## src/sv/sha1s_pkg.sv

```systemverilog
// Shared types, constants and round functions for the SHA-1 stream hasher.
package sha1s_pkg;

    localparam logic [31:0] SHA1_H0 = 32'h6745_2301;
    localparam logic [31:0] SHA1_H1 = 32'hEFCD_AB89;
    localparam logic [31:0] SHA1_H2 = 32'h98BA_DCFE;
    localparam logic [31:0] SHA1_H3 = 32'h1032_5476;
    localparam logic [31:0] SHA1_H4 = 32'hC3D2_E1F0;

    localparam logic [31:0] SHA1_K0 = 32'h5A82_7999;
    localparam logic [31:0] SHA1_K1 = 32'h6ED9_EBA1;
    localparam logic [31:0] SHA1_K2 = 32'h8F1B_BCDC;
    localparam logic [31:0] SHA1_K3 = 32'hCA62_C1D6;

    localparam logic [7:0] PAD_BYTE = 8'h80;

    localparam logic [6:0] LAST_ROUND      = 7'd79;
    localparam logic [6:0] LOAD_ROUNDS     = 7'd16;
    localparam logic [3:0] LAST_WORD_IDX   = 4'd15;
    localparam logic [3:0] LEN_HI_WORD_IDX = 4'd14;
    localparam logic [5:0] LEN_FIELD_POS   = 6'd56;
    localparam logic [2:0] LAST_DIGEST_IDX = 3'd4;

    // One 32-bit message word passed from the front end to the compression core
    typedef struct packed {
        logic [31:0] data;
        logic        msg_end;
    } sha1s_word_t;

    typedef enum logic {
        FR_BYTES,
        FR_PAD
    } sha1s_front_state_t;

    typedef enum logic {
        CR_ROUND,
        CR_ADD
    } sha1s_core_state_t;

    function automatic logic [31:0] sha1_f(
        input logic [6:0]  rnd,
        input logic [31:0] b,
        input logic [31:0] c,
        input logic [31:0] d
    );
        logic [31:0] res;
        priority if (rnd < 7'd20)
            res = (b & c) | (~b & d);
        else if (rnd < 7'd40)
            res = b ^ c ^ d;
        else if (rnd < 7'd60)
            res = (b & c) | (b & d) | (c & d);
        else
            res = b ^ c ^ d;
        return res;
    endfunction

    function automatic logic [31:0] sha1_k(input logic [6:0] rnd);
        logic [31:0] res;
        priority if (rnd < 7'd20)
            res = SHA1_K0;
        else if (rnd < 7'd40)
            res = SHA1_K1;
        else if (rnd < 7'd60)
            res = SHA1_K2;
        else
            res = SHA1_K3;
        return res;
    endfunction

endpackage

```

## src/sv/sha1s_fifo.sv

```systemverilog
// Small register-based word queue between the front end and the core.
module sha1s_fifo #(
    parameter int WIDTH = 33,
    parameter int DEPTH = 16
) (
    input  logic             clk,
    input  logic             rst_n,
    input  logic             push,
    input  logic [WIDTH-1:0] wdata,
    output logic             full,
    input  logic             pop,
    output logic [WIDTH-1:0] rdata,
    output logic             empty
);

    localparam int AW = (DEPTH > 1) ? $clog2(DEPTH) : 1;
    localparam int CW = $clog2(DEPTH + 1);

    logic [WIDTH-1:0] mem_reg [DEPTH];
    logic [AW-1:0]    wr_ptr_reg, wr_ptr_next;
    logic [AW-1:0]    rd_ptr_reg, rd_ptr_next;
    logic [CW-1:0]    cnt_reg, cnt_next;
    logic             do_push;
    logic             do_pop;

    assign full    = (cnt_reg == CW'(DEPTH));
    assign empty   = (cnt_reg == '0);
    assign do_push = push && !full;
    assign do_pop  = pop && !empty;
    assign rdata   = mem_reg[rd_ptr_reg];

    always_comb
    begin
        wr_ptr_next = wr_ptr_reg;
        rd_ptr_next = rd_ptr_reg;
        cnt_next    = cnt_reg;
        if (do_push)
        begin
            wr_ptr_next = (wr_ptr_reg == AW'(DEPTH - 1)) ? '0 : wr_ptr_reg + AW'(1);
        end
        if (do_pop)
        begin
            rd_ptr_next = (rd_ptr_reg == AW'(DEPTH - 1)) ? '0 : rd_ptr_reg + AW'(1);
        end
        if (do_push && !do_pop)
        begin
            cnt_next = cnt_reg + CW'(1);
        end
        else if (do_pop && !do_push)
        begin
            cnt_next = cnt_reg - CW'(1);
        end
    end

    always_ff @(posedge clk or negedge rst_n)
    begin
        if (!rst_n)
        begin
            wr_ptr_reg <= '0;
            rd_ptr_reg <= '0;
            cnt_reg    <= '0;
        end
        else
        begin
            wr_ptr_reg <= wr_ptr_next;
            rd_ptr_reg <= rd_ptr_next;
            cnt_reg    <= cnt_next;
        end
    end

    always_ff @(posedge clk)
    begin
        if (do_push)
        begin
            mem_reg[wr_ptr_reg] <= wdata;
        end
    end

endmodule

```

## src/sv/sha1s_front.sv

```systemverilog
// Front end: packs message bytes into words, counts length and generates padding.
module sha1s_front (
    input  logic                  clk,
    input  logic                  rst_n,
    input  logic                  push,
    input  logic [7:0]            msg_byte,
    input  logic                  has_byte,
    input  logic                  end_of_message,
    output logic                  full,
    input  logic                  q_full,
    output logic                  q_push,
    output sha1s_pkg::sha1s_word_t q_word
);

    import sha1s_pkg::*;

    sha1s_front_state_t state_reg, state_next;
    logic [5:0]  fill_reg, fill_next;
    logic [60:0] count_reg, count_next;
    logic [31:0] word_reg, word_next;
    logic [3:0]  widx_reg, widx_next;
    logic        final_reg, final_next;
    logic        first_reg, first_next;

    logic        accept;
    logic [1:0]  lane;
    logic [4:0]  lane_shift;
    logic [31:0] pad_word;
    logic [5:0]  fill_after;

    assign lane       = fill_reg[1:0];
    assign lane_shift = {lane, 3'b000};
    assign full       = (state_reg != FR_BYTES) || q_full;
    assign accept     = push && !full;

    // Keep the bytes already in the partial word, then the marker byte, then zeros
    assign pad_word = (word_reg & ~(32'hFFFF_FFFF >> lane_shift))
                    | ({PAD_BYTE, 24'h00_0000} >> lane_shift);

    assign fill_after = has_byte ? fill_reg + 6'd1 : fill_reg;

    always_ff @(posedge clk or negedge rst_n)
    begin
        if (!rst_n)
        begin
            state_reg <= FR_BYTES;
            fill_reg  <= '0;
            count_reg <= '0;
            widx_reg  <= '0;
            final_reg <= 1'b0;
            first_reg <= 1'b0;
        end
        else
        begin
            state_reg <= state_next;
            fill_reg  <= fill_next;
            count_reg <= count_next;
            widx_reg  <= widx_next;
            final_reg <= final_next;
            first_reg <= first_next;
        end
    end

    always_ff @(posedge clk)
    begin
        word_reg <= word_next;
    end

    always_comb
    begin
        state_next     = state_reg;
        fill_next      = fill_reg;
        count_next     = count_reg;
        word_next      = word_reg;
        widx_next      = widx_reg;
        final_next     = final_reg;
        first_next     = first_reg;
        q_push         = 1'b0;
        q_word.data    = '0;
        q_word.msg_end = 1'b0;

        unique case (state_reg)
            FR_BYTES:
            begin
                if (accept)
                begin
                    if (has_byte)
                    begin
                        word_next[(5'd24 - lane_shift) +: 8] = msg_byte;
                        fill_next  = fill_reg + 6'd1;
                        count_next = count_reg + 61'd1;
                        if (lane == 2'd3)
                        begin
                            q_push      = 1'b1;
                            q_word.data = word_next;
                        end
                    end
                    if (end_of_message)
                    begin
                        state_next = FR_PAD;
                        widx_next  = fill_after[5:2];
                        final_next = (fill_after < LEN_FIELD_POS);
                        first_next = 1'b1;
                    end
                end
            end
            FR_PAD:
            begin
                if (!q_full)
                begin
                    q_push = 1'b1;
                    priority if (first_reg)
                        q_word.data = pad_word;
                    else if (final_reg && widx_reg == LEN_HI_WORD_IDX)
                        q_word.data = count_reg[60:29];
                    else if (final_reg && widx_reg == LAST_WORD_IDX)
                        q_word.data = {count_reg[28:0], 3'b000};
                    else
                        q_word.data = '0;
                    q_word.msg_end = final_reg && (widx_reg == LAST_WORD_IDX);
                    first_next     = 1'b0;
                    widx_next      = widx_reg + 4'd1;
                    if (widx_reg == LAST_WORD_IDX)
                    begin
                        if (final_reg)
                        begin
                            state_next = FR_BYTES;
                            fill_next  = '0;
                            count_next = '0;
                        end
                        else
                        begin
                            final_next = 1'b1;
                        end
                    end
                end
            end
            default:
            begin
                state_next = FR_BYTES;
            end
        endcase
    end

endmodule

```

## src/sv/sha1s_core.sv

```systemverilog
// Compression core: 80 rounds per block, chaining update and digest word output.
module sha1s_core (
    input  logic                  clk,
    input  logic                  rst_n,
    input  logic                  q_empty,
    input  sha1s_pkg::sha1s_word_t q_word,
    output logic                  q_pop,
    output logic                  empty,
    input  logic                  pop,
    output logic [31:0]           digest_word,
    output logic [2:0]            word_index,
    output logic                  last_word
);

    import sha1s_pkg::*;

    sha1s_core_state_t state_reg, state_next;
    logic [6:0]  rnd_reg, rnd_next;
    logic        msg_reg, msg_next;
    logic [31:0] chain_reg [5];
    logic [31:0] chain_next [5];
    logic [31:0] wk_reg [5];
    logic [31:0] wk_next [5];
    logic [31:0] win_reg [16];
    logic [31:0] win_next [16];
    logic [31:0] dig_reg [5];
    logic [31:0] dig_next [5];
    logic [2:0]  oidx_reg, oidx_next;
    logic        obusy_reg, obusy_next;

    logic [31:0] sa, sb, sc, sd, se;
    logic [31:0] w_in, w_mix, t;
    logic [31:0] sum [5];
    logic        load_phase;
    logic        step;
    logic [31:0] init_words [5];

    assign init_words[0] = SHA1_H0;
    assign init_words[1] = SHA1_H1;
    assign init_words[2] = SHA1_H2;
    assign init_words[3] = SHA1_H3;
    assign init_words[4] = SHA1_H4;

    // First round of a block starts from the chaining value
    assign sa = (rnd_reg == '0) ? chain_reg[0] : wk_reg[0];
    assign sb = (rnd_reg == '0) ? chain_reg[1] : wk_reg[1];
    assign sc = (rnd_reg == '0) ? chain_reg[2] : wk_reg[2];
    assign sd = (rnd_reg == '0) ? chain_reg[3] : wk_reg[3];
    assign se = (rnd_reg == '0) ? chain_reg[4] : wk_reg[4];

    assign load_phase = (rnd_reg < LOAD_ROUNDS);
    assign w_mix      = win_reg[13] ^ win_reg[8] ^ win_reg[2] ^ win_reg[0];
    assign w_in       = load_phase ? q_word.data : {w_mix[30:0], w_mix[31]};
    assign step       = (state_reg == CR_ROUND) && (!load_phase || !q_empty);
    assign q_pop      = step && load_phase;
    assign t          = {sa[26:0], sa[31:27]} + sha1_f(rnd_reg, sb, sc, sd) + se
                      + sha1_k(rnd_reg) + w_in;

    assign empty       = !obusy_reg;
    assign digest_word = dig_reg[0];
    assign word_index  = oidx_reg;
    assign last_word   = (oidx_reg == LAST_DIGEST_IDX);

    always_comb
    begin
        for (int i = 0; i < 5; i++)
        begin
            sum[i] = chain_reg[i] + wk_reg[i];
        end
    end

    always_ff @(posedge clk or negedge rst_n)
    begin
        if (!rst_n)
        begin
            state_reg <= CR_ROUND;
            rnd_reg   <= '0;
            msg_reg   <= 1'b0;
            oidx_reg  <= '0;
            obusy_reg <= 1'b0;
            for (int i = 0; i < 5; i++)
            begin
                chain_reg[i] <= init_words[i];
            end
        end
        else
        begin
            state_reg <= state_next;
            rnd_reg   <= rnd_next;
            msg_reg   <= msg_next;
            oidx_reg  <= oidx_next;
            obusy_reg <= obusy_next;
            for (int i = 0; i < 5; i++)
            begin
                chain_reg[i] <= chain_next[i];
            end
        end
    end

    always_ff @(posedge clk)
    begin
        for (int i = 0; i < 5; i++)
        begin
            wk_reg[i]  <= wk_next[i];
            dig_reg[i] <= dig_next[i];
        end
        for (int i = 0; i < 16; i++)
        begin
            win_reg[i] <= win_next[i];
        end
    end

    always_comb
    begin
        state_next = state_reg;
        rnd_next   = rnd_reg;
        msg_next   = msg_reg;
        oidx_next  = oidx_reg;
        obusy_next = obusy_reg;
        chain_next = chain_reg;
        wk_next    = wk_reg;
        win_next   = win_reg;
        dig_next   = dig_reg;

        unique case (state_reg)
            CR_ROUND:
            begin
                if (step)
                begin
                    wk_next[0] = t;
                    wk_next[1] = sa;
                    wk_next[2] = {sb[1:0], sb[31:2]};
                    wk_next[3] = sc;
                    wk_next[4] = sd;
                    for (int i = 0; i < 15; i++)
                    begin
                        win_next[i] = win_reg[i + 1];
                    end
                    win_next[15] = w_in;
                    rnd_next     = rnd_reg + 7'd1;
                    if (rnd_reg == LOAD_ROUNDS - 7'd1)
                    begin
                        msg_next = q_word.msg_end;
                    end
                    if (rnd_reg == LAST_ROUND)
                    begin
                        state_next = CR_ADD;
                        rnd_next   = '0;
                    end
                end
            end
            CR_ADD:
            begin
                if (!msg_reg)
                begin
                    chain_next = sum;
                    state_next = CR_ROUND;
                end
                else if (!obusy_reg)
                begin
                    // Hand the digest to the output buffer and restart the chain
                    dig_next   = sum;
                    obusy_next = 1'b1;
                    oidx_next  = '0;
                    chain_next = init_words;
                    state_next = CR_ROUND;
                end
            end
            default:
            begin
                state_next = CR_ROUND;
            end
        endcase

        if (pop && obusy_reg)
        begin
            for (int i = 0; i < 4; i++)
            begin
                dig_next[i] = dig_reg[i + 1];
            end
            oidx_next = oidx_reg + 3'd1;
            if (oidx_reg == LAST_DIGEST_IDX)
            begin
                obusy_next = 1'b0;
            end
        end
    end

endmodule

```

## src/sv/sha1_stream_hasher.sv

```systemverilog
// Top level of the SHA-1 stream hasher: front end, word queue and compression core.
//
//  channel | direction | handshake        | transaction
//  --------+-----------+------------------+------------------------------------------
//  input   | in        | push / full      | msg_byte, has_byte, end_of_message
//  result  | out       | pop / empty      | digest_word, word_index, last_word
//
//  Bytes enter at one per cycle until the word queue (QUEUE_DEPTH words) fills; the core
//  runs 80 rounds plus one chaining add per 64-byte block, the first 16 rounds taking
//  words as they arrive, while further words wait in the queue.
//  Closing a message pushes 3 to 18 padding words, one a cycle while the queue has room,
//  and full stays high meanwhile.
//  Reset is asynchronous; the chain starts at the initial hash values, no clearing pass.
//  The core holds in its final add while the previous digest still waits to be popped.
module sha1_stream_hasher #(
    parameter int QUEUE_DEPTH = 16
) (
    input  logic        clk,
    input  logic        rst_n,
    input  logic        push,
    output logic        full,
    input  logic [7:0]  msg_byte,
    input  logic        has_byte,
    input  logic        end_of_message,
    output logic        empty,
    input  logic        pop,
    output logic [31:0] digest_word,
    output logic [2:0]  word_index,
    output logic        last_word
);

    import sha1s_pkg::*;

    localparam int QW = $bits(sha1s_word_t);

    sha1s_word_t   fe_word;
    sha1s_word_t   be_word;
    logic          fe_push;
    logic          q_full;
    logic          q_empty;
    logic          be_pop;
    logic [QW-1:0] q_rdata;

    assign be_word = q_rdata;

    sha1s_front u_front (
        .clk            (clk),
        .rst_n          (rst_n),
        .push           (push),
        .msg_byte       (msg_byte),
        .has_byte       (has_byte),
        .end_of_message (end_of_message),
        .full           (full),
        .q_full         (q_full),
        .q_push         (fe_push),
        .q_word         (fe_word)
    );

    sha1s_fifo #(
        .WIDTH (QW),
        .DEPTH (QUEUE_DEPTH)
    ) u_queue (
        .clk   (clk),
        .rst_n (rst_n),
        .push  (fe_push),
        .wdata (fe_word),
        .full  (q_full),
        .pop   (be_pop),
        .rdata (q_rdata),
        .empty (q_empty)
    );

    sha1s_core u_core (
        .clk         (clk),
        .rst_n       (rst_n),
        .q_empty     (q_empty),
        .q_word      (be_word),
        .q_pop       (be_pop),
        .empty       (empty),
        .pop         (pop),
        .digest_word (digest_word),
        .word_index  (word_index),
        .last_word   (last_word)
    );

endmodule

```

## config.mk

```make
export PLATFORM = sky130hd
export DESIGN_NAME = sha1_stream_hasher
export DESIGN_NICKNAME = d
export VERILOG_FILES = /design/src/sv/sha1s_pkg.sv /design/src/sv/sha1s_fifo.sv /design/src/sv/sha1s_front.sv /design/src/sv/sha1s_core.sv /design/src/sv/sha1_stream_hasher.sv
export SDC_FILE = /design/constraint.sdc
export NUM_CORES = 2
export LEC_CHECK = 0
export BUFFER_PORTS_ARGS = -buffer_cell sky130_fd_sc_hd__buf_2
export CAP_MARGIN = 10
export CORE_MARGIN = 10
export CORE_UTILIZATION = 55
export DETAILED_ROUTE_END_ITERATION = 12
export PLACE_DENSITY = 0.73
export SLEW_MARGIN = 40
export SYNTH_ARGS = -nofsm -noshare
export SYNTH_HDL_FRONTEND = slang
export SYNTH_HIERARCHICAL = 1
export SYNTH_SLANG_ARGS = --single-unit
```

## constraint.sdc

```tcl
create_clock -name clk -period 35.1 [get_ports clk]
set_clock_uncertainty 0.2 [all_clocks]
set_input_delay 1.755 -clock clk [delete_from_list [all_inputs] [get_ports clk]]
set_output_delay 1.755 -clock clk [all_outputs]
set_load 0.02 [all_outputs]
```

### After elaboration in Yosys (flattened, before gate mapping)

Memory sizes are Yosys's and may differ from the RTL's.
Cells that the tools add are included.

* bits in writable memories: 528
* memories: 1
* output and inout bits: 38
* register bits after elaboration: 1124

Memory list
* u_queue.mem_reg: words 16, width 33, rd ports 1, clocked after memory_dff 0, wr ports 1, line sha1s_fifo.sv:19 `logic [WIDTH-1:0] mem_reg [DEPTH];`

* reduce and logical (&&, ||, !) cells: 34
* equal/unequal tests: 17
* bitwise logic cells: 19
* $add $sub $neg: 20
* muxes and demuxes: 84
* shift operators: 4
* magnitude comparators: 5

Operators by type and width (count)
* $mux 160: 5
* $mux 32: 17
* $mux 61: 5
* $add 32x32->32: 9
* $and 32x32->32: 5
* $xor 32x32->32: 5
* $mux 128: 1
* $or 32x32->32: 4
* $pmux 61 s2: 1
* $not 32->32: 2
* $pmux 32 s2: 1
* $shr 32x5->32 const A: 2
* $add 61x1->61 const B: 1
* $mux 33: 1
* $bwmux 32: 1
* $shift 8x7->32 const A: 1
* $shiftx 8x7->32: 1
* $mux 31: 1
* $mux 6: 5
* $mux 1: 27
* $mux 4: 5
* $eq 4x4->1 const B: 4
* $reduce_and 3->1: 5
* $lt 7x5->1 const B: 2
* other kinds (33): 72

### Logic depth before layout (Yosys ltp)

* depth after elaboration: 12
* depth in mapped cells: 28

### Hierarchy

The synthesis kept the hierarchy.

By module, submodules not included
* sha1s_core: cells an instance 3632, sequential area each 29413.2 µm², times used 1, area each 49274.8 µm²
* sha1s_fifo: cells an instance 908, sequential area each 16180.5 µm², times used 1, area each 20648.6 µm²
* sha1s_front: cells an instance 613, sequential area each 2572.5 µm², times used 1, area each 5596.6 µm²

### Worst setup path before layout

Ideal clock, no wire load.

* kind: register to register
* start point: register u_core.rnd_reg[4]
* end point: register u_queue.cnt_reg[4]
* cell stages (with the launch flop): 13
* data required time: 34.753 ns
* library setup time: 0.147 ns
* setup slack: -2.240 ns
* clock period less this slack: 37.340 ns
* buffers on the path: 1
* arrival time: 36.993 ns
* cells stage by stage: dfrtp_1 clkbuf_1 nor3_1 a21oi_1 and2_1 o21ai_4 ha_1 inv_1 ha_1 nor2b_1 o21a_1 o2111ai_1 o311ai_0

* cells in the longest elaborated chain, start to end: 9

Ends and longest elaborated chain
* start: declaration: line sha1s_core.sv:18 `logic [6:0] rnd_reg, rnd_next;`
* start signal: assignment: line sha1s_core.sv:89 `rnd_reg <= rnd_next;`
* $lt 7x5->1 *: line sha1s_core.sv:51 `assign load_phase = (rnd_reg < LOAD_ROUNDS);`
* $logic_not 1->1: line sha1s_core.sv:54 `assign step = (state_reg == CR_ROUND) && (!load_phase || !q_empty);`
* $logic_or 1x1->1: line sha1s_core.sv:54
* $logic_and 1x1->1: line sha1s_core.sv:54
* $logic_and 1x1->1 *: line sha1s_core.sv:55 `assign q_pop = step && load_phase;`
* net be_pop: line sha1_stream_hasher.sv:41 `logic be_pop;`
* $logic_and 1x1->1 *: line sha1s_fifo.sv:29 `assign do_pop = pop && !empty;`
* $logic_not 1->1: line sha1s_fifo.sv:45 `if (do_push && !do_pop)`
* $logic_and 1x1->1: line sha1s_fifo.sv:45
* $mux 5 / $reduce_bool 2->1 (equally long branches)
* end signal: assignment: line sha1s_fifo.sv:67 `cnt_reg <= cnt_next;`
* end: declaration: line sha1s_fifo.sv:22 `logic [CW-1:0] cnt_reg, cnt_next;`

The timed path passes the listed nets; every way through them passes the cells marked *.
A chain may end at the register's enable or synchronous reset.

==> results.env <==
GRT_MAX_DEGREE=114
AREAGROWTHSYNTHTOFINISH_PCT=10.90
FILLER_CELL_COUNT=9742
TIMING.REG2REG.WORST_PATH_DEPTH=23
POSTLAYOUTSETUPSLACKWORST_NS=26.72
SYNTH-EDFF-COUNT=1384
POSTCTSRESIZEDCELLS=0
FINAL_ANTENNA_NET_COUNT=0
CRIT_FANOUT=41
CRIT_REQUIRED_NS=35.46
AVGSYNTHCELLAREA_SQ_UM=14.66
SYNTH_FLOP_CELL='sky130_fd_sc_hd__edfxtp_1'
FINAL.SETUP.TNS_NS=0
INITIAL_CORE_UTIL=0.5554
FINISH_STAGE_SETUP_VIOLS=0
STATUS='finished, final reports clean'
FLOORPLAN.IO_PINS=52
MET2_WIRELENGTH_UM=88150
FIRSTDRTPASSITERS=8
POST_CTS.REPAIR.SETUP_BUFFERS=0
ROUTED-WL-MET3_UM=14930
YS_FF_LATCH=1644
CRITPATHSLOWESTCELL='sky130_fd_sc_hd__dfrtp_4'
PLACE_INST=6855
CLOCK-SINKS=1644
SYNTH_AREA_SQ_UM=75520
NATURE_OF_THE_CRITICAL_PATH_ENDPOINT='flip-flop'
DIE_HEIGHT_UM=390.6
CLK_PIN_SLEW_WORST_PATHS_NS=0.07
GRT_SETUP_UNREPAIRED='no'
FP.DIEW_UM=390.6
MAX_CAP_VIOLATIONS=0
OVERFLOW=0
CLOCK_TREE.HTREE_LEVEL_COUNT=4
SLEW_HEADROOM=0.3537
NUMBER_OF_ANTENNA_VIOLATIONS_AT_THE_FIRST_CHECK_IN_GLOBAL_ROUTING=4
SLOWEST_DELAY_NS=0.77
DRIVE_GT1_FRAC=0.1525
FINAL_NET_COUNT=5601
CTS_HOLD_BUFFERS_ADDED=0
MOSTFREQUENTLAYOUTCELLS='sky130_fd_sc_hd__edfxtp_1, sky130_fd_sc_hd__nand2_1, sky130_fd_sc_hd__inv_1'
SYNTH_LARGEST_TYPE_AREA_FRACTION=0.5503
DRT_FIRST_ITER_VIOLATIONS=4507
SYNTHESIS.INSTANCES=5153
FINAL_WEIGHTED_CONGESTION_IN_ROUTABILITY_DRIVEN_PLACEMENT=0.9270
YOSYS_TOP_CELL_BY_AREA='sky130_fd_sc_hd__edfxtp_1'
FINAL_HOLD_VIOL_COUNT=0
ASYNCSETRESETFLOPFRACSYNTH=0.1582
YOSYSWARNINGS=6
WORSTHOLDPATHCELLS=0
FINAL_CELL_COUNT_NO_FILL=7172
FMAXACHIEVABLE_GHz=0.1193
GRT_FIRST_PASS_WIRELENGTH_UM=279800
TOTALWIRELENGTH_UM=186100
DPL.HPWL_UM=118500
FINALMAXSLEWVIOLATIONS=0
YOSYS-TOP-CELLS-AREA='sky130_fd_sc_hd__edfxtp_1, sky130_fd_sc_hd__dfrtp_1, sky130_fd_sc_hd__mux4_2'
LAYOUT_WORST_PATH_CYCLE_SHARE=0.2389
DIE-AREA_SQ_UM=152500
VIAS=45310
POST-ROUTE-MIN-PERIOD_NS=8.384
SYNTHESIS.NETS=5510
HOLD_SLACK_NS=0.1977
FIRST_GLOBAL_VIAS=44830
HOLDCRITPATHCLASS='reg2reg'
START_KIND='flip-flop'
CLOCK_TREE.ROOT_CELL='sky130_fd_sc_hd__clkbuf_16'
VIAS_PER_CELL=6.317
ROUTE.LAYER.MET1.WL_UM=75410
CRIT_PATH_CELL_TRACE='buf_4, buf_6, mux4_2, a22oi_1, nand2_1, nand2_1, o21ai_1, fa_1, fa_1, inv_1, fa_1, inv_1, ha_1, a21oi_1, and4b_1, o31a_1, o211ai_1, o211ai_1, a41oi_1, a21oi_1, a311oi_1, a21oi_1, xor2_1'
CLOCK_LATENCY_NS=0.82
MOSTFREQUENTLAYOUTCELL='sky130_fd_sc_hd__edfxtp_1'
DRT-WIRELENGTH-PER-CELL_UM=25.94
PLACEMENT.SETUP.WORST_SLACK_NS=26.38
ROWS=135
WORST-ENDPOINT-ARRIVAL_NS=8.74
CTS-ROOT-TO-SINK-BUFFERS=3
MAX_SLEW.WORST_PIN.SLEW_NS=0.9621
YS_TYPES=96
TRITONCTS='done'
POST-ROUTE-DRC-COUNT=0
CTS_INSERTED_BUFFERS=167
PLACEABLECOREAREA_SQ_UM=136000
ROUTED.TOP_LAYER='met5'
PLACE.PORT_BUFFERS=51
SYNTH-SEQ-AREA-SHARE=0.6378
LARGEST_REG_FLOPS=528
CRITICAL_PATH_CLASS='reg2reg'
GLOBALROUTETOTALUTIL=0.2416
stage by stage:
stage / utilization / cell area, sq um
floorplan: - / 75520
global placement: 0.5722 / 77800
detailed placement: 0.5735 / 77990
CTS: 0.6156 / 83710
global route: 0.6159 / 83750
finish: 0.6159 / 83750
worst paths after layout:
path / start / end / slack (ns)
max: u_queue/rd_ptr_reg[0]$_DFFE_PN0P_ / u_core/wk_reg[156]$_DFFE_PP_ / 26.72
min in group asynchronous: rst_n / u_queue/cnt_reg[1]$_DFFE_PN0P_ / 0.67
min reg2reg: u_core/win_reg[350]$_DFFE_PP_ / u_core/win_reg[382]$_DFFE_PP_ / 0.20
max reg2reg: u_queue/rd_ptr_reg[0]$_DFFE_PN0P_ / u_core/wk_reg[156]$_DFFE_PP_ / 26.72
max in group asynchronous: rst_n / u_core/chain_reg[22]$_DFFE_PN1P_ / 32.65
min: u_core/win_reg[350]$_DFFE_PP_ / u_core/win_reg[382]$_DFFE_PP_ / 0.20
metal layers:
layer | GRT usage | vias to the layer above
met4 | 0.09872 | 4
li1 | - | 19820
met1 | 0.3276 | 23060
met3 | 0.04221 | 403
met5 | 0 | -
met2 | 0.3876 | 2022
cells in the mapped netlist (9+ instances only):
cell	number
sky130_fd_sc_hd__a31oi_1	19
sky130_fd_sc_hd__mux2_2	123
sky130_fd_sc_hd__or4_1	22
sky130_fd_sc_hd__or3_1	30
sky130_fd_sc_hd__o22a_1	62
sky130_fd_sc_hd__a211o_1	14
sky130_fd_sc_hd__o221ai_1	12
sky130_fd_sc_hd__o21ai_0	213
sky130_fd_sc_hd__nand3_1	83
sky130_fd_sc_hd__nor2b_1	26
sky130_fd_sc_hd__nand2_1	299
sky130_fd_sc_hd__a22o_1	163
sky130_fd_sc_hd__nor3_1	51
sky130_fd_sc_hd__mux4_2	132
sky130_fd_sc_hd__a211oi_1	15
sky130_fd_sc_hd__o21a_1	37
sky130_fd_sc_hd__xor2_1	70
sky130_fd_sc_hd__dfrtp_1	180
sky130_fd_sc_hd__a21o_1	99
sky130_fd_sc_hd__buf_4	32
sky130_fd_sc_hd__xnor2_1	243
sky130_fd_sc_hd__nor3b_1	12
sky130_fd_sc_hd__a22oi_1	100
sky130_fd_sc_hd__o31ai_1	33
sky130_fd_sc_hd__o22ai_1	12
sky130_fd_sc_hd__buf_2	26
sky130_fd_sc_hd__o21bai_1	22
sky130_fd_sc_hd__inv_1	255
sky130_fd_sc_hd__fa_1	113
sky130_fd_sc_hd__edfxtp_1	1384
sky130_fd_sc_hd__nand2b_1	22
sky130_fd_sc_hd__nand4_1	31
sky130_fd_sc_hd__ha_1	230
sky130_fd_sc_hd__o21ai_1	9
sky130_fd_sc_hd__and3_1	29
sky130_fd_sc_hd__nor2_1	190
sky130_fd_sc_hd__buf_1	17
sky130_fd_sc_hd__and2_1	53
sky130_fd_sc_hd__clkbuf_1	140
sky130_fd_sc_hd__mux2i_1	82
sky130_fd_sc_hd__o211ai_1	21
sky130_fd_sc_hd__dfstp_2	80
sky130_fd_sc_hd__a21oi_1	226
sky130_fd_sc_hd__and4_1	11
cells by family (layout without fill, tap and decap cells):
family | count (synthesis) | after routing | share of synthesized area
DFF | 1644 | 1644 | 0.6378
adders and majority gates | 343 | 343 | 0.06806
other | 0 | 1 | 0
xor gates and xnor gates | 316 | 316 | 0.03703
muxes | 337 | 337 | 0.06857
buffers and inverters | 484 | 721 | 0.02699
AOI/OAI and AO/OA | 1125 | 1125 | 0.1026
and+or+nand+nor | 904 | 904 | 0.05900
worst max-delay path: cells and delay by family, from the launching register on:
family                     cells  cell delay [ns]
AOI/OAI and AO/OA             10             2.63
xor gates and xnor gates       1             0.15
adders and majority gates      4             2.00
buffers and inverters          4             1.34
DFF                            1             0.77
muxes                          1             0.57
and+or+nand+nor                3             0.40
final cells by class:
type                            instances  area, sq um  share of cell area
Timing Repair Buffer                  147         1144             0.01365
Inverter                              259        979.7             0.01170
Tap cell                             1781         2228             0.02661
Antenna cell                            1        2.502          0.00002988
Sequential cell                      1644        48170              0.5752
Clock inverter                        101         1222             0.01460
Clock buffer                          214         4497             0.05369
Multi-Input combinational cell       3025        25500              0.3045
Power is not shown: default switching activity piles up to over one toggle a cycle in this logic, so the estimate is an artifact.
